--- config.mk ---
export PLATFORM = sky130hd
export DESIGN_NAME = tga_rle_packet_decoder_flat
export DESIGN_NICKNAME = d
export VERILOG_FILES = /design/src/design/tga_rle_pkg.sv /design/src/design/tga_rle_byte_if.sv /design/src/design/tga_rle_pix_if.sv /design/src/design/tga_rle_packet_decoder.sv /design/src/design/tga_rle_front.sv /design/src/design/tga_rle_queue.sv /design/src/design/tga_rle_back.sv /design/src/flat_wrapper.sv
export VERILOG_INCLUDE_DIRS = /design/src /design/src/design
export SDC_FILE = /design/constraint.sdc
export NUM_CORES = 1
export LEC_CHECK = 0
export ABC_AREA = 1
export BUFFER_PORTS_ARGS = -buffer_cell sky130_fd_sc_hd__clkbuf_2
export CAP_MARGIN = 0
export CORE_ASPECT_RATIO = 0.6
export CORE_MARGIN = 2
export CORE_UTILIZATION = 55
export DETAILED_ROUTE_END_ITERATION = 16
export PLACE_DENSITY = 0.79
export SETUP_SLACK_MARGIN = 0.2
export SLEW_MARGIN = 20
export SYNTH_ARGS = -nofsm -noshare
export SYNTH_HDL_FRONTEND = slang
export SYNTH_SLANG_ARGS = --single-unit
--- constraint.sdc ---
create_clock -name clk_i -period 7.6 [get_ports clk_i]
set_input_delay 0.38 -clock clk_i [delete_from_list [all_inputs] [get_ports clk_i]]
set_output_delay 0.38 -clock clk_i [all_outputs]
set_load 0.02 [all_outputs]
--- src/design/tga_rle_packet_decoder_defines.svh ---
// Assertion macros for the TGA run-length packet decoder.
// Each macro is checked in simulation and compiles to nothing in synthesis.
// The using module provides clk_i and rst_ni.
`ifndef TGA_RLE_PACKET_DECODER_DEFINES_SVH
`define TGA_RLE_PACKET_DECODER_DEFINES_SVH

`ifndef SYNTHESIS

// Check a property on every rising clock edge outside reset.
`define TGA_ASSERT(lbl, prop, msg) \
  lbl: assert property (@(posedge clk_i) disable iff (!rst_ni) (prop)) else $error(msg);

// Check that a condition never occurs outside reset.
`define TGA_ASSERT_NEVER(lbl, cond, msg) \
  lbl: assert property (@(posedge clk_i) disable iff (!rst_ni) !(cond)) else $error(msg);

`else

`define TGA_ASSERT(lbl, prop, msg)
`define TGA_ASSERT_NEVER(lbl, cond, msg)

`endif

`endif

--- src/design/tga_rle_pkg.sv ---
// ----------------------------------------------------------------------------
// TGA RLE decoder package
// Shared widths, register indexes, depth codes and the queue entry type.
// ----------------------------------------------------------------------------
`default_nettype none

package tga_rle_pkg;

  // Configuration port
  localparam int unsigned CFG_IDX_W  = 2;
  localparam int unsigned CFG_DATA_W = 16;

  localparam logic [CFG_IDX_W-1:0] CFG_IDX_DEPTH  = 2'd0;
  localparam logic [CFG_IDX_W-1:0] CFG_IDX_WIDTH  = 2'd1;
  localparam logic [CFG_IDX_W-1:0] CFG_IDX_HEIGHT = 2'd2;

  // Pixel depth codes
  localparam int unsigned DEPTH_W = 2;
  localparam logic [DEPTH_W-1:0] DEPTH_8  = 2'd0;
  localparam logic [DEPTH_W-1:0] DEPTH_16 = 2'd1;
  localparam logic [DEPTH_W-1:0] DEPTH_24 = 2'd2;
  localparam logic [DEPTH_W-1:0] DEPTH_32 = 2'd3;

  // Register reset values
  localparam logic [DEPTH_W-1:0]    DEPTH_RST  = DEPTH_24;
  localparam logic [CFG_DATA_W-1:0] WIDTH_RST  = 16'd1;
  localparam logic [CFG_DATA_W-1:0] HEIGHT_RST = 16'd1;

  // Header byte fields
  localparam int unsigned HDR_REPEAT_BIT = 7;

  // Queue between front and back
  localparam int unsigned QUEUE_DEPTH_DEF = 2;

  // One classified pixel request
  typedef struct packed {
    logic [31:0] pixel;
    logic [7:0]  count;
    logic        last;
  } pix_entry_t;

endpackage

`default_nettype wire

--- src/design/tga_rle_byte_if.sv ---
// ----------------------------------------------------------------------------
// Byte stream channel
// Valid/ready channel that carries one compressed stream byte.
// ----------------------------------------------------------------------------
`default_nettype none

interface tga_rle_byte_if;
  logic       valid;
  logic       ready;
  logic [7:0] in_byte;

  modport source (output valid, output in_byte, input ready);
  modport sink   (input valid, input in_byte, output ready);
endinterface

`default_nettype wire

--- src/design/tga_rle_pix_if.sv ---
// ----------------------------------------------------------------------------
// Pixel result channel
// Valid/ready channel that carries one decoded pixel with its run count.
// ----------------------------------------------------------------------------
`default_nettype none

interface tga_rle_pix_if;
  logic       valid;
  logic       ready;
  logic [7:0] chan0;
  logic [7:0] chan1;
  logic [7:0] chan2;
  logic [7:0] chan3;
  logic [7:0] repeat_count;
  logic       image_last;

  modport source (
    output valid, output chan0, output chan1, output chan2, output chan3,
    output repeat_count, output image_last, input ready
  );
  modport sink (
    input valid, input chan0, input chan1, input chan2, input chan3,
    input repeat_count, input image_last, output ready
  );
endinterface

`default_nettype wire

--- src/design/tga_rle_packet_decoder.sv ---
// ----------------------------------------------------------------------------
// TGA run-length packet decoder
// Decodes a TGA RLE byte stream into pixels with run counts and an
// end-of-image flag.
// ----------------------------------------------------------------------------
//
//  Channel  Dir  Handshake      Payload
//  in_i     in   valid/ready    in_byte
//  out_o    out  valid/ready    chan0..chan3, repeat_count, image_last
//  cfg      in   cfg_we_i       cfg_index_i, cfg_data_i (no read-back)
//
//  One byte is taken every cycle while the request queue has room; the
//  front end's byte path sets this rate. A pixel is queued when its last
//  byte is taken and moves to the output register once that is free.
//  When the request queue fills, in_i.ready drops.
//  Reset clears decode state and loads depth 24-bit, image 1 x 1.
//  A depth, width or height write restarts decoding at a header byte.
// ----------------------------------------------------------------------------
`default_nettype none

`include "tga_rle_packet_decoder_defines.svh"

module tga_rle_packet_decoder #(
  parameter int unsigned QUEUE_DEPTH = tga_rle_pkg::QUEUE_DEPTH_DEF
) (
  input  logic                               clk_i,
  input  logic                               rst_ni,
  tga_rle_byte_if.sink                       in_i,
  tga_rle_pix_if.source                      out_o,
  input  logic                               cfg_we_i,
  input  logic [tga_rle_pkg::CFG_IDX_W-1:0]  cfg_index_i,
  input  logic [tga_rle_pkg::CFG_DATA_W-1:0] cfg_data_i
);
  import tga_rle_pkg::*;

  logic               q_push, q_pop, q_full, q_empty;
  pix_entry_t         q_in, q_out;
  logic [DEPTH_W-1:0] depth_mode;

  tga_rle_front u_front (
    .clk_i        (clk_i),
    .rst_ni       (rst_ni),
    .in_i         (in_i),
    .cfg_we_i     (cfg_we_i),
    .cfg_index_i  (cfg_index_i),
    .cfg_data_i   (cfg_data_i),
    .depth_mode_o (depth_mode),
    .q_full_i     (q_full),
    .q_push_o     (q_push),
    .q_entry_o    (q_in)
  );

  tga_rle_queue #(
    .DEPTH (QUEUE_DEPTH)
  ) u_queue (
    .clk_i        (clk_i),
    .rst_ni       (rst_ni),
    .push_i       (q_push),
    .push_entry_i (q_in),
    .full_o       (q_full),
    .pop_i        (q_pop),
    .empty_o      (q_empty),
    .pop_entry_o  (q_out)
  );

  tga_rle_back u_back (
    .clk_i        (clk_i),
    .rst_ni       (rst_ni),
    .depth_mode_i (depth_mode),
    .q_empty_i    (q_empty),
    .q_entry_i    (q_out),
    .q_pop_o      (q_pop),
    .out_o        (out_o)
  );

  // Checks
  `TGA_ASSERT_NEVER(a_push_full, q_push && q_full, "request pushed into full queue")
  `TGA_ASSERT(a_full_stall, q_full |-> !in_i.ready, "byte taken while queue is full")
  `TGA_ASSERT(a_pop_after_push, $rose(q_pop) |-> $past(q_push) || !$past(q_empty),
              "pop without a queued request")
  `TGA_ASSERT(a_count_nonzero, out_o.valid |-> (out_o.repeat_count != 8'd0),
              "result with zero repeat count")

endmodule

`default_nettype wire

--- src/design/tga_rle_front.sv ---
// ----------------------------------------------------------------------------
// TGA RLE front end
// Holds the configuration, parses packet headers, gathers pixel bytes and
// counts pixels against the image size; pushes one request per raw pixel or run.
// ----------------------------------------------------------------------------
`default_nettype none

module tga_rle_front (
  input  logic                                clk_i,
  input  logic                                rst_ni,
  tga_rle_byte_if.sink                        in_i,
  input  logic                                cfg_we_i,
  input  logic [tga_rle_pkg::CFG_IDX_W-1:0]   cfg_index_i,
  input  logic [tga_rle_pkg::CFG_DATA_W-1:0]  cfg_data_i,
  output logic [tga_rle_pkg::DEPTH_W-1:0]     depth_mode_o,
  input  logic                                q_full_i,
  output logic                                q_push_o,
  output tga_rle_pkg::pix_entry_t             q_entry_o
);
  import tga_rle_pkg::*;

  typedef enum logic [2:0] {
    PH_HEADER = 3'b001,
    PH_REPEAT = 3'b010,
    PH_RAW    = 3'b100
  } phase_e;

  phase_e                phase_q, phase_d;
  logic [7:0]            left_q, left_d;
  logic [1:0]            bip_q, bip_d;
  logic [2:0][7:0]       gather_q, gather_d;
  logic [31:0]           remain_q, remain_d;
  logic [31:0]           total_q, total_d;
  logic [DEPTH_W-1:0]    depth_q, depth_d;
  logic [CFG_DATA_W-1:0] width_q, width_d;
  logic [CFG_DATA_W-1:0] height_q, height_d;

  logic                  accept;
  logic                  pix_done;
  logic                  clip;
  logic [7:0]            count;
  logic                  last;
  logic [7:0]            left_after;
  logic [31:0]           pixel;
  logic [CFG_DATA_W-1:0] cfg_eff;

  assign in_i.ready   = !q_full_i;
  assign accept       = in_i.valid && !q_full_i;
  assign depth_mode_o = depth_q;

  // Zero width or height counts as one
  assign cfg_eff = (cfg_data_i == '0) ? CFG_DATA_W'(1) : cfg_data_i;

  // Place the current byte at its slot of the pixel word
  always_comb begin
    for (int k = 0; k < 4; k++) begin
      if (2'(k) == bip_q) begin
        pixel[8*k +: 8] = in_i.in_byte;
      end else if (k < 3) begin
        pixel[8*k +: 8] = gather_q[k];
      end else begin
        pixel[8*k +: 8] = 8'd0;
      end
    end
  end

  // Clip a run to the pixels left in the image
  assign clip       = remain_q < {24'd0, left_q};
  assign count      = (phase_q == PH_REPEAT) ? (clip ? remain_q[7:0] : left_q) : 8'd1;
  assign last       = ({24'd0, count} == remain_q);
  assign left_after = (phase_q == PH_REPEAT || left_q == 8'd0) ? 8'd0 : left_q - 8'd1;
  assign pix_done   = (phase_q != PH_HEADER) && (bip_q == depth_q);

  assign q_push_o        = accept && pix_done;
  assign q_entry_o.pixel = pixel;
  assign q_entry_o.count = count;
  assign q_entry_o.last  = last;

  // Next state of configuration and decode state
  always_comb begin
    phase_d  = phase_q;
    left_d   = left_q;
    bip_d    = bip_q;
    gather_d = gather_q;
    remain_d = remain_q;
    depth_d  = depth_q;
    width_d  = width_q;
    height_d = height_q;
    total_d  = total_q;

    if (cfg_we_i) begin
      case (cfg_index_i)
        CFG_IDX_DEPTH:  depth_d  = cfg_data_i[DEPTH_W-1:0];
        CFG_IDX_WIDTH:  width_d  = cfg_eff;
        CFG_IDX_HEIGHT: height_d = cfg_eff;
        default: ;
      endcase
      total_d = 32'(width_d) * 32'(height_d);
      if (cfg_index_i == CFG_IDX_DEPTH || cfg_index_i == CFG_IDX_WIDTH ||
          cfg_index_i == CFG_IDX_HEIGHT) begin
        phase_d  = PH_HEADER;
        left_d   = 8'd0;
        bip_d    = 2'd0;
        remain_d = total_d;
      end
    end else if (accept) begin
      case (phase_q)
        PH_HEADER: begin
          left_d  = {1'b0, in_i.in_byte[6:0]} + 8'd1;
          phase_d = in_i.in_byte[HDR_REPEAT_BIT] ? PH_REPEAT : PH_RAW;
          bip_d   = 2'd0;
        end
        PH_REPEAT, PH_RAW: begin
          gather_d = pixel[23:0];
          if (!pix_done) begin
            bip_d = bip_q + 2'd1;
          end else begin
            bip_d = 2'd0;
            if (last) begin
              phase_d  = PH_HEADER;
              left_d   = 8'd0;
              remain_d = total_q;
            end else begin
              left_d   = left_after;
              remain_d = remain_q - {24'd0, count};
              if (left_after == 8'd0) begin
                phase_d = PH_HEADER;
              end
            end
          end
        end
        default: phase_d = PH_HEADER;
      endcase
    end
  end

  // Control and configuration registers
  always_ff @(posedge clk_i or negedge rst_ni) begin
    if (!rst_ni) begin
      phase_q  <= PH_HEADER;
      left_q   <= 8'd0;
      bip_q    <= 2'd0;
      remain_q <= 32'(WIDTH_RST) * 32'(HEIGHT_RST);
      total_q  <= 32'(WIDTH_RST) * 32'(HEIGHT_RST);
      depth_q  <= DEPTH_RST;
      width_q  <= WIDTH_RST;
      height_q <= HEIGHT_RST;
    end else begin
      phase_q  <= phase_d;
      left_q   <= left_d;
      bip_q    <= bip_d;
      remain_q <= remain_d;
      total_q  <= total_d;
      depth_q  <= depth_d;
      width_q  <= width_d;
      height_q <= height_d;
    end
  end

  // Gathered pixel bytes
  always_ff @(posedge clk_i) begin
    gather_q <= gather_d;
  end

endmodule

`default_nettype wire

--- src/design/tga_rle_queue.sv ---
// ----------------------------------------------------------------------------
// TGA RLE request queue
// Small first-in first-out buffer between the front end and the back end.
// ----------------------------------------------------------------------------
`default_nettype none

module tga_rle_queue #(
  parameter int unsigned DEPTH = tga_rle_pkg::QUEUE_DEPTH_DEF
) (
  input  logic                    clk_i,
  input  logic                    rst_ni,
  input  logic                    push_i,
  input  tga_rle_pkg::pix_entry_t push_entry_i,
  output logic                    full_o,
  input  logic                    pop_i,
  output logic                    empty_o,
  output tga_rle_pkg::pix_entry_t pop_entry_o
);
  import tga_rle_pkg::*;

  localparam int unsigned PTR_W = (DEPTH > 1) ? $clog2(DEPTH) : 1;
  localparam int unsigned CNT_W = $clog2(DEPTH + 1);
  localparam logic [PTR_W-1:0] PTR_MAX = PTR_W'(DEPTH - 1);
  localparam logic [CNT_W-1:0] CNT_MAX = CNT_W'(DEPTH);

  pix_entry_t       mem_q [DEPTH];
  logic [PTR_W-1:0] wr_ptr_q, rd_ptr_q;
  logic [CNT_W-1:0] cnt_q;
  logic             do_push, do_pop;

  assign full_o      = (cnt_q == CNT_MAX);
  assign empty_o     = (cnt_q == '0);
  assign do_push     = push_i && !full_o;
  assign do_pop      = pop_i && !empty_o;
  assign pop_entry_o = mem_q[rd_ptr_q];

  // Store pushed requests
  always_ff @(posedge clk_i) begin
    if (do_push) begin
      mem_q[wr_ptr_q] <= push_entry_i;
    end
  end

  // Advance pointers and fill count
  always_ff @(posedge clk_i or negedge rst_ni) begin
    if (!rst_ni) begin
      wr_ptr_q <= '0;
      rd_ptr_q <= '0;
      cnt_q    <= '0;
    end else begin
      if (do_push) begin
        wr_ptr_q <= (wr_ptr_q == PTR_MAX) ? '0 : wr_ptr_q + PTR_W'(1);
      end
      if (do_pop) begin
        rd_ptr_q <= (rd_ptr_q == PTR_MAX) ? '0 : rd_ptr_q + PTR_W'(1);
      end
      if (do_push && !do_pop) begin
        cnt_q <= cnt_q + CNT_W'(1);
      end else if (do_pop && !do_push) begin
        cnt_q <= cnt_q - CNT_W'(1);
      end
    end
  end

endmodule

`default_nettype wire

--- src/design/tga_rle_back.sv ---
// ----------------------------------------------------------------------------
// TGA RLE back end
// Expands a gathered pixel word into channels by depth and holds the
// result in the output register until it is taken.
// ----------------------------------------------------------------------------
`default_nettype none

module tga_rle_back (
  input  logic                            clk_i,
  input  logic                            rst_ni,
  input  logic [tga_rle_pkg::DEPTH_W-1:0] depth_mode_i,
  input  logic                            q_empty_i,
  input  tga_rle_pkg::pix_entry_t         q_entry_i,
  output logic                            q_pop_o,
  tga_rle_pix_if.source                   out_o
);
  import tga_rle_pkg::*;

  logic       valid_q;
  logic [7:0] c0_d, c1_d, c2_d, c3_d;
  logic [7:0] c0_q, c1_q, c2_q, c3_q;
  logic [7:0] count_q;
  logic       last_q;
  logic [31:0] g;

  assign g       = q_entry_i.pixel;
  assign q_pop_o = !q_empty_i && (!valid_q || out_o.ready);

  // Split the pixel word into channels
  always_comb begin
    c0_d = 8'd0;
    c1_d = 8'd0;
    c2_d = 8'd0;
    c3_d = 8'd0;
    case (depth_mode_i)
      DEPTH_8: begin
        c0_d = g[7:0];
      end
      DEPTH_16: begin
        c0_d = {g[4:0], 3'b000};
        c1_d = {g[9:5], 3'b000};
        c2_d = {g[14:10], 3'b000};
      end
      DEPTH_24: begin
        c0_d = g[7:0];
        c1_d = g[15:8];
        c2_d = g[23:16];
      end
      DEPTH_32: begin
        c0_d = g[7:0];
        c1_d = g[15:8];
        c2_d = g[23:16];
        c3_d = g[31:24];
      end
      default: ;
    endcase
  end

  // Output valid: set on load, drop when taken
  always_ff @(posedge clk_i or negedge rst_ni) begin
    if (!rst_ni) begin
      valid_q <= 1'b0;
    end else if (q_pop_o) begin
      valid_q <= 1'b1;
    end else if (out_o.ready) begin
      valid_q <= 1'b0;
    end
  end

  // Output payload
  always_ff @(posedge clk_i) begin
    if (q_pop_o) begin
      c0_q    <= c0_d;
      c1_q    <= c1_d;
      c2_q    <= c2_d;
      c3_q    <= c3_d;
      count_q <= q_entry_i.count;
      last_q  <= q_entry_i.last;
    end
  end

  assign out_o.valid        = valid_q;
  assign out_o.chan0        = c0_q;
  assign out_o.chan1        = c1_q;
  assign out_o.chan2        = c2_q;
  assign out_o.chan3        = c3_q;
  assign out_o.repeat_count = count_q;
  assign out_o.image_last   = last_q;

endmodule

`default_nettype wire

--- src/flat_wrapper.sv ---
// flat-port wrapper written by rule: the top's interface ports become plain ports
module tga_rle_packet_decoder_flat import tga_rle_pkg::*;
#(
  parameter int unsigned QUEUE_DEPTH = tga_rle_pkg::QUEUE_DEPTH_DEF
)
  (clk_i, rst_ni, cfg_we_i, cfg_index_i, cfg_data_i, in_i_valid, in_i_in_byte, in_i_ready, out_o_valid, out_o_chan0, out_o_chan1, out_o_chan2, out_o_chan3, out_o_repeat_count, out_o_image_last, out_o_ready);
  tga_rle_byte_if in_i_i ();
  tga_rle_pix_if out_o_i ();
  input  logic clk_i;
  input  logic rst_ni;
  input  logic cfg_we_i;
  input  logic [tga_rle_pkg::CFG_IDX_W-1:0] cfg_index_i;
  input  logic [tga_rle_pkg::CFG_DATA_W-1:0] cfg_data_i;
  input wire logic [$bits(in_i_i.valid)-1:0] in_i_valid;
  input wire logic [$bits(in_i_i.in_byte)-1:0] in_i_in_byte;
  output wire logic [$bits(in_i_i.ready)-1:0] in_i_ready;
  output wire logic [$bits(out_o_i.valid)-1:0] out_o_valid;
  output wire logic [$bits(out_o_i.chan0)-1:0] out_o_chan0;
  output wire logic [$bits(out_o_i.chan1)-1:0] out_o_chan1;
  output wire logic [$bits(out_o_i.chan2)-1:0] out_o_chan2;
  output wire logic [$bits(out_o_i.chan3)-1:0] out_o_chan3;
  output wire logic [$bits(out_o_i.repeat_count)-1:0] out_o_repeat_count;
  output wire logic [$bits(out_o_i.image_last)-1:0] out_o_image_last;
  input wire logic [$bits(out_o_i.ready)-1:0] out_o_ready;
  assign in_i_i.valid = in_i_valid;
  assign in_i_i.in_byte = in_i_in_byte;
  assign in_i_ready = in_i_i.ready;
  assign out_o_valid = out_o_i.valid;
  assign out_o_chan0 = out_o_i.chan0;
  assign out_o_chan1 = out_o_i.chan1;
  assign out_o_chan2 = out_o_i.chan2;
  assign out_o_chan3 = out_o_i.chan3;
  assign out_o_repeat_count = out_o_i.repeat_count;
  assign out_o_image_last = out_o_i.image_last;
  assign out_o_i.ready = out_o_ready;
  tga_rle_packet_decoder #(.QUEUE_DEPTH(QUEUE_DEPTH)) u_core (.clk_i(clk_i), .rst_ni(rst_ni), .in_i(in_i_i), .out_o(out_o_i), .cfg_we_i(cfg_we_i), .cfg_index_i(cfg_index_i), .cfg_data_i(cfg_data_i));
endmodule
==> flow_summary_export.csv, run 1 <==
group,metric,value,unit
run_status,status,"completed",
power_and_ir_drop,pwr-share-comb,62.8,%
finish,drive_above_1_share,8.433,%
yosys,syn_nets,3081,
finish,syn2layout_area_growth,9.606,%
floorplanning,die_w,262.2,um
clocking,cts.sinks,263,
detailed_routing,viasPerCell,5.545,
timing,hold_viol,0,
placement,port_buffers,73,
power_and_ir_drop,internal_power,4.729,mW
global_routing,grt_pass1_wl,103700,um
placement,place_inst,3319,
setup_path,critPathKind,"input pin to register",
min_path,hold_class,"input pin to register",
yosys,async_flop_share,44.11,%
finish,fin_util,61.45,%
clocking,clk_latency,0.57,ns
timing,fin_crit,6.974,ns
setup_path,path_delay_family,"adder cells",
clocking,htreeDepth,1,
yosys,ys_types,47,
power_and_ir_drop,pwr-share-clk,14.4,%
yosys,ys_seq_elements,263,
setup_path,crit_arrival,7.38,ns
power_and_ir_drop,power_frac_seq,22.8,%
timing,fin_tns_setup,0,ns
yosys,ys.flop_type,"edfxtp_1",
timing,finalWorstSetupSlack,0.6263,ns
setup_path,worstSetupStartpointType,"input pin",
placement,place_hpwl,51850,um
clocking,cts_buffers,26,
detailed_routing,drc_errors,0,
detailed_routing,ant_nets,0,
timing,rsz0062_at_grt,"false",
timing,slew_violations,0,
floorplanning,fp.dieH,158.9,um
global_routing,grt_pass1_vias,17907,
detailed_routing,dr.pass1.iters,6,
finish,layout_commonest_cell,"nand2_1",
power_and_ir_drop,leakage,12.21,nW
timing,setup_viol,0,
timing,fin_worst_skew,0.02821,ns
power_and_ir_drop,ir_drop,0.0002750,V
timing,worstMarginPinSlew,1.182,ns
floorplanning,die-area,41670,sq um
finish,mostFrequentLayoutCells,"nand2_1, inv_1, nor2_1, fa_1, edfxtp_1",
clocking,cts_tree,"done",
timing,period_share,91.76,%
timing,fmax,143.4,MHz
placement,gp_congestion,1.028,
timing,slew_headroom,20.40,%
yosys,synth_cells,2728,
setup_path,crit_required,8.01,ns
floorplanning,start_util,56.07,%
clocking,clk_pin_slew_worst_paths,0.07,ns
timing,whs,0.03101,ns
floorplanning,io_pins,74,
placement,placed_cell_area,23200,sq um
job,drv_cap,0,
setup_path,crit_path_top_delay_cell,"o21ai_1",
global_routing,grt_use_total,31.98,%
yosys,seq_area_frac_synth,33.29,%
yosys,synth_edf_count,147,
placement,preCtsSetupSlack,0.04116,ns
global_routing,antenna_found_initial,2,
detailed_routing,wl,65020,um
power_and_ir_drop,swShare,50.81,%
setup_path,max_stage_delay,0.56,ns
setup_path,crit_buf_inv,10,
clocking,cts_buffer_depth,3,
detailed_routing,vias,18693,
yosys,netlist_area,22000,sq um
yosys,yosys.area.top_type_share,20.06,%
floorplanning,core_area,39240,sq um
detailed_routing,drt_iter0_drc,2548,
setup_path,cp_max_fo,19,
global_routing,grt_max_degree,89,
global_routing,overflow,0,
yosys,synthTopCellsByArea,"edfxtp_1, fa_1, nand2_1, dfrtp_1, inv_1",
power_and_ir_drop,p_per_area,398.8,nW/um^2
clocking,postCtsSetupRepairBufs,0,
finish,final_cell_area,24110,sq um
power_and_ir_drop,power,9.616,mW
power_and_ir_drop,p_sw,4.886,mW
clocking,ctsRootBufferMaster,"clkbuf_16",
finish,final_nets,3179,
detailed_routing,post_drt_wl_per_cell,19.29,um
yosys,synth_top_area_cell,"edfxtp_1",
floorplanning,rows,56,
setup_path,cp_common_cell,"inv_1",
setup_path,cp-end-kind,"register",
yosys,synth.yosys.warnings,0,
finish,fillers,3402,
finish,layoutNonFillerInstCount,3371,
yosys,postSynthAreaPerCell,8.064,sq um
## cell usage after synthesis, types with 2 or more instances
cell	count
nor3b_1	2
nand2_1	736
a21oi_1	97
clkinv_1	10
ha_1	127
nand4_1	24
nor2_1	301
nor2_4	2
a21oi_2	4
nor3_4	2
mux2i_1	18
dfstp_2	6
a21o_1	2
nand2_2	9
xor2_1	12
buf_4	4
o21ai_0	133
edfxtp_1	147
o21ai_1	8
or2_2	6
o22ai_1	12
nor4_1	2
clkbuf_1	33
buf_6	3
dfrtp_1	110
clkbuf_8	2
buf_2	30
nand4_2	2
a21boi_1	2
mux2_2	3
and2_1	3
o21bai_1	6
a22oi_1	6
inv_1	514
fa_1	195
nand3_1	115
inv_2	6
buf_1	2
xnor2_1	5
nor2_2	4
nor3_1	6
o21ai_2	9
nand3b_1	4
## cell families after synthesis
family | synth area share [%]
AO/OA/AOI/OAI | 6.921
XOR/XNOR | 0.6768
adder cells (fa/ha/maj) | 24.97
flip-flops | 33.29
multiplexers | 0.9725
buffers and inverters | 10.74
AND/OR/NAND/NOR | 22.43
## path summary, 6_finish.rpt
check / slack [ns] / from / depth (start not counted) / endpoint
worst max-delay path: 0.63 / cfg_index_i[1] / 28 / u_core.u_front.remain_q[14]
worst min-delay path: 0.03 / out_o_ready / 2 / u_core.u_back.out_o.valid
worst max register to register: 0.96 / u_core.u_front.height_q[4] / 25 / u_core.u_front.remain_q[14]
worst min register to register: 0.47 / u_core.u_front.width_q[0] / 2 / u_core.u_front.width_q[0]
max in group asynchronous: 5.67 / rst_ni / 4 / u_core.u_front.width_q[6]
min in group asynchronous: 0.18 / rst_ni / 2 / u_core.u_front.total_q[25]
## power groups by stage
stage	clock, mW	sequential, mW	combinational, mW
2_1_floorplan	0	2.29	3.98
3_3_place_gp	0	2.19	5.75
3_5_place_dp	0	2.20	5.85
4_1_cts	1.39	2.18	5.90
5_1_grt	1.46	2.22	6.82
6_report	1.39	2.19	6.04
## state kept, by name (all words and copies together), names as in the netlist
name and count:
u_core.u_back.out_o.chan2 8, u_core.u_front.width_q 16, u_core.u_queue.mem_q 82, u_core.u_front.total_q 32, u_core.u_front.gather_q 24, u_core.u_back.out_o.chan0 8
u_core.u_back.out_o.chan3 8, u_core.u_queue.wr_ptr_q 1, u_core.u_front.bip_q 2, u_core.u_back.out_o.chan1 8, u_core.u_back.out_o.valid 1, u_core.u_queue.cnt_q 2
u_core.u_queue.rd_ptr_q 1, u_core.u_back.out_o.repeat_count 8, u_core.u_back.out_o.image_last 1, u_core.u_front.depth_mode_o 2, u_core.u_front.height_q 16, u_core.u_front.remain_q 32
u_core.u_front.phase_q 3, u_core.u_front.left_q 8
## final cells by class
cell class,count,area (sq um),area share (%)
Multi-Input combinational cell,1861,12340,51.18
Sequential cell,263,7325,30.38
Inverter,530,1989,8.250
Timing Repair Buffer,144,903.4,3.746
Clock buffer,32,683.2,2.833
Tap cell,522,653.1,2.709
Clock inverter,16,210.2,0.8717
Antenna cell,3,7.507,0.03113
## what timing repair did
item | 4_1_cts | 5_1_grt
resized for setup | 0 | 4
setup endpoints to repair | 0 | 20
hold buffers | 1 | 0
hold endpoints to repair | 6 | 0
## routing by layer
metal	GRT usage, %	up-vias	share of wire [%]
li1	-	8645	-
met3	14.36	49	16
met1	50.69	8935	46
met4	3.848	0	0.97
met5	0	-	0
met2	40.33	1064	37
No activity file was read; power rests on OpenSTA's default activity.
==> inputs of run 2 (changes only) <==
--- a/config.mk
+++ b/config.mk
@@ -11,9 +11,9 @@
 export CAP_MARGIN = 0
 export CORE_ASPECT_RATIO = 0.6
 export CORE_MARGIN = 2
-export CORE_UTILIZATION = 55
+export CORE_UTILIZATION = 61
 export DETAILED_ROUTE_END_ITERATION = 16
-export PLACE_DENSITY = 0.79
+export PLACE_DENSITY = 0.86
 export SETUP_SLACK_MARGIN = 0.2
 export SLEW_MARGIN = 20
 export SYNTH_ARGS = -nofsm -noshare
==> flow_summary_export.csv, run 2 (synthesis gave the netlist of run 1 again) <==
group,metric,value,unit
timing,rsz0062_at_grt,"false",
power_and_ir_drop,leakage,12.13,nW
min_path,min_path_cells,2,
power_and_ir_drop,pwr-share-clk,14.0,%
finish,top_register,"u_core.u_queue.mem_q",
setup_path,worst-path-stages,28,
timing,fin_tns_setup,0,ns
global_routing,use_met1,52.78,%
timing,fmax,144.3,MHz
detailed_routing,drc_errors,0,
global_routing,overflow,0,
finish,syn2layout_area_growth,8.696,%
timing,fin_worst_skew,0.04936,ns
min_path,whs_endpoint,"u_core.u_back.out_o.valid",
floorplanning,die_w,249.2,um
floorplanning,rows,53,
power_and_ir_drop,p_sw,4.919,mW
floorplanning,fp.dieH,151.1,um
finish,final_cell_area,23910,sq um
global_routing,antenna_found_initial,0,
timing,worstMarginPinSlew,0.9205,ns
power_and_ir_drop,ir_drop,0.0003017,V
clocking,cts.sinks,263,
timing,hold_viol,0,
setup_path,r2r-start,"u_core.u_front.height_q[6]",
placement,gp_congestion,1.127,
setup_path,r2r_cells,25,
floorplanning,core_area,35280,sq um
setup_path,critPathKind,"input pin to register",
power_and_ir_drop,power,9.588,mW
global_routing,gr-max-usage-layer,"met1",
clocking,clk_pin_slew_worst_paths,0.07,ns
run_status,status,"completed",
setup_path,worstSetupStartpointType,"input pin",
min_path,hold_class,"input pin to register",
setup_path,cp_max_fo,21,
placement,port_buffers,73,
power_and_ir_drop,swShare,51.31,%
detailed_routing,wl,65470,um
floorplanning,start_util,62.36,%
setup_path,r2r-end,"u_core.u_front.remain_q[14]",
global_routing,grt_pass1_vias,18520,
timing,setup_viol,0,
global_routing,grt_use_total,35.87,%
setup_path,crit_arrival,7.33,ns
finish,layout_commonest_cell,"nand2_1",
clocking,clk_latency,0.58,ns
setup_path,ff2ff_setup_slack,0.96,ns
setup_path,cp_common_cell,"inv_1",
job,drv_cap,0,
clocking,cts_buffer_depth,3,
global_routing,met2_usage,47.72,%
detailed_routing,viasPerCell,5.742,
setup_path,max_stage_delay,0.51,ns
detailed_routing,dr.pass1.iters,9,
finish,drive_above_1_share,8.163,%
min_path,hold_path_startpoint,"out_o_ready",
setup_path,path_delay_family,"adder cells",
power_and_ir_drop,p_per_area,400.9,nW/um^2
finish,diodes,0,
setup_path,cp-end-kind,"register",
finish,largest_reg_flops,82,
detailed_routing,post_drt_wl_per_cell,19.86,um
timing,slew_headroom,38.64,%
finish,largestRegisters,"u_core.u_queue.mem_q (82), u_core.u_front.remain_q (32), u_core.u_front.total_q (32)",
clocking,htreeDepth,1,
floorplanning,die-area,37650,sq um
global_routing,use_met3,18.30,%
finish,mostFrequentLayoutCells,"nand2_1, inv_1, nor2_1, fa_1, edfxtp_1",
power_and_ir_drop,internal_power,4.668,mW
detailed_routing,ant_nets,0,
global_routing,grt_pass1_wl,102900,um
placement,placed_cell_area,23030,sq um
power_and_ir_drop,power_frac_seq,22.8,%
detailed_routing,vias,18930,
timing,slew_violations,0,
setup_path,crit_required,8.00,ns
clocking,cts_buffers,26,
detailed_routing,drt_iter0_drc,2717,
placement,place_hpwl,51750,um
global_routing,grt_max_degree,89,
floorplanning,io_pins,74,
timing,period_share,91.20,%
finish,final_nets,3163,
clocking,ctsRootBufferMaster,"clkbuf_16",
clocking,cts_tree,"done",
setup_path,crit_path_top_delay_cell,"fa_1",
timing,fin_crit,6.931,ns
power_and_ir_drop,pwr-share-comb,63.2,%
setup_path,crit_buf_inv,10,
[run 2: cell types whose count changed in the layout (fill, tap and decap cells not counted), sizes merged]
cell / delta
clkinvlp: +2
bufinv: -1
clkbuf: -1
buf: -16
inv: -1
diode: -3
clkinv: +1
[run 2: layout make-up]
class | count | area (sq um)
clock buffer | 31 | 679.4
inverter | 530 | 1989
fill | 2871 | 11370
multi-input combinational | 1861 | 12350
tap | 467 | 584.3
timing repair buffer | 128 | 795.8
sequential | 263 | 7325
clock inverter | 17 | 186.4
[run 2: worst reg2reg max path: stages (launching register included)]
cell and delay, ns:
dfrtp_1 0.38, nand2_1 0.08, o21ai_2 0.14, inv_1 0.63, nor2_1 0.16, fa_1 0.53, inv_1 0.05, fa_1 0.46
fa_1 0.52, inv_1 0.05, fa_1 0.45, fa_1 0.52, inv_1 0.05, fa_1 0.47, inv_1 0.04, ha_1 0.35
nand2_1 0.15, inv_1 0.05, nand2_1 0.07, nand2_1 0.14, inv_1 0.11, nand3_1 0.25, o21ai_0 0.50, nand2_1 0.11
nand2_1 0.08, o21ai_0 0.11
[run 2: worst max-delay path by stage]
stage | from | to | slack [ns]
2_1_floorplan | cfg_index_i[1] | u_core.u_front.remain_q[28] | 1.69
6_report | cfg_index_i[1] | u_core.u_front.remain_q[14] | 0.67
5_1_grt | cfg_index_i[1] | u_core.u_front.remain_q[23] | 0.33
3_3_place_gp | cfg_index_i[1] | u_core.u_front.remain_q[14] | -0.01
4_1_cts | cfg_index_i[1] | u_core.u_front.remain_q[14] | 0.41
3_5_place_dp | cfg_index_i[1] | u_core.u_front.remain_q[14] | -0.14
[run 2: per-layer routing]
layer,vias to the layer above,wire [um]
met5,-,130
met4,4,663
met3,71,12240
met2,1230,24760
met1,9023,27670
li1,8602,-
[run 2: per-stage QoR]
step / util [%] / setup WS, ns / std cells / hold WS (ns)
floorplan: - / 1.689 / 2728 / 0.08441
global placement: 65.21 / -0.01312 / 3247 / 0.3316
detailed placement: 65.27 / -0.1355 / 3248 / 0.3434
CTS: 67.75 / 0.4120 / 3297 / 0.004165
global route: 67.78 / 0.3265 / 3297 / 0.006725
finish: 67.78 / 0.6691 / 3297 / 0.01872
[run 2: power by group through the flow]
stage / clock network [mW] / registers (mW) / logic, mW
after CTS: 1.35 / 2.18 / 5.88
final: 1.34 / 2.18 / 6.06
after detailed placement: 0 / 2.20 / 5.84
after global routing: 1.40 / 2.22 / 6.81
after floorplan: 0 / 2.29 / 3.98
after global placement: 0 / 2.18 / 5.66
[run 2: timing repair]
action	4_1_cts	5_1_grt
gates resized for setup	0	6
endpoints found under the hold margin	27	0
hold buffers	1	0
setup buffers	0	0
setup endpoints to repair	0	34
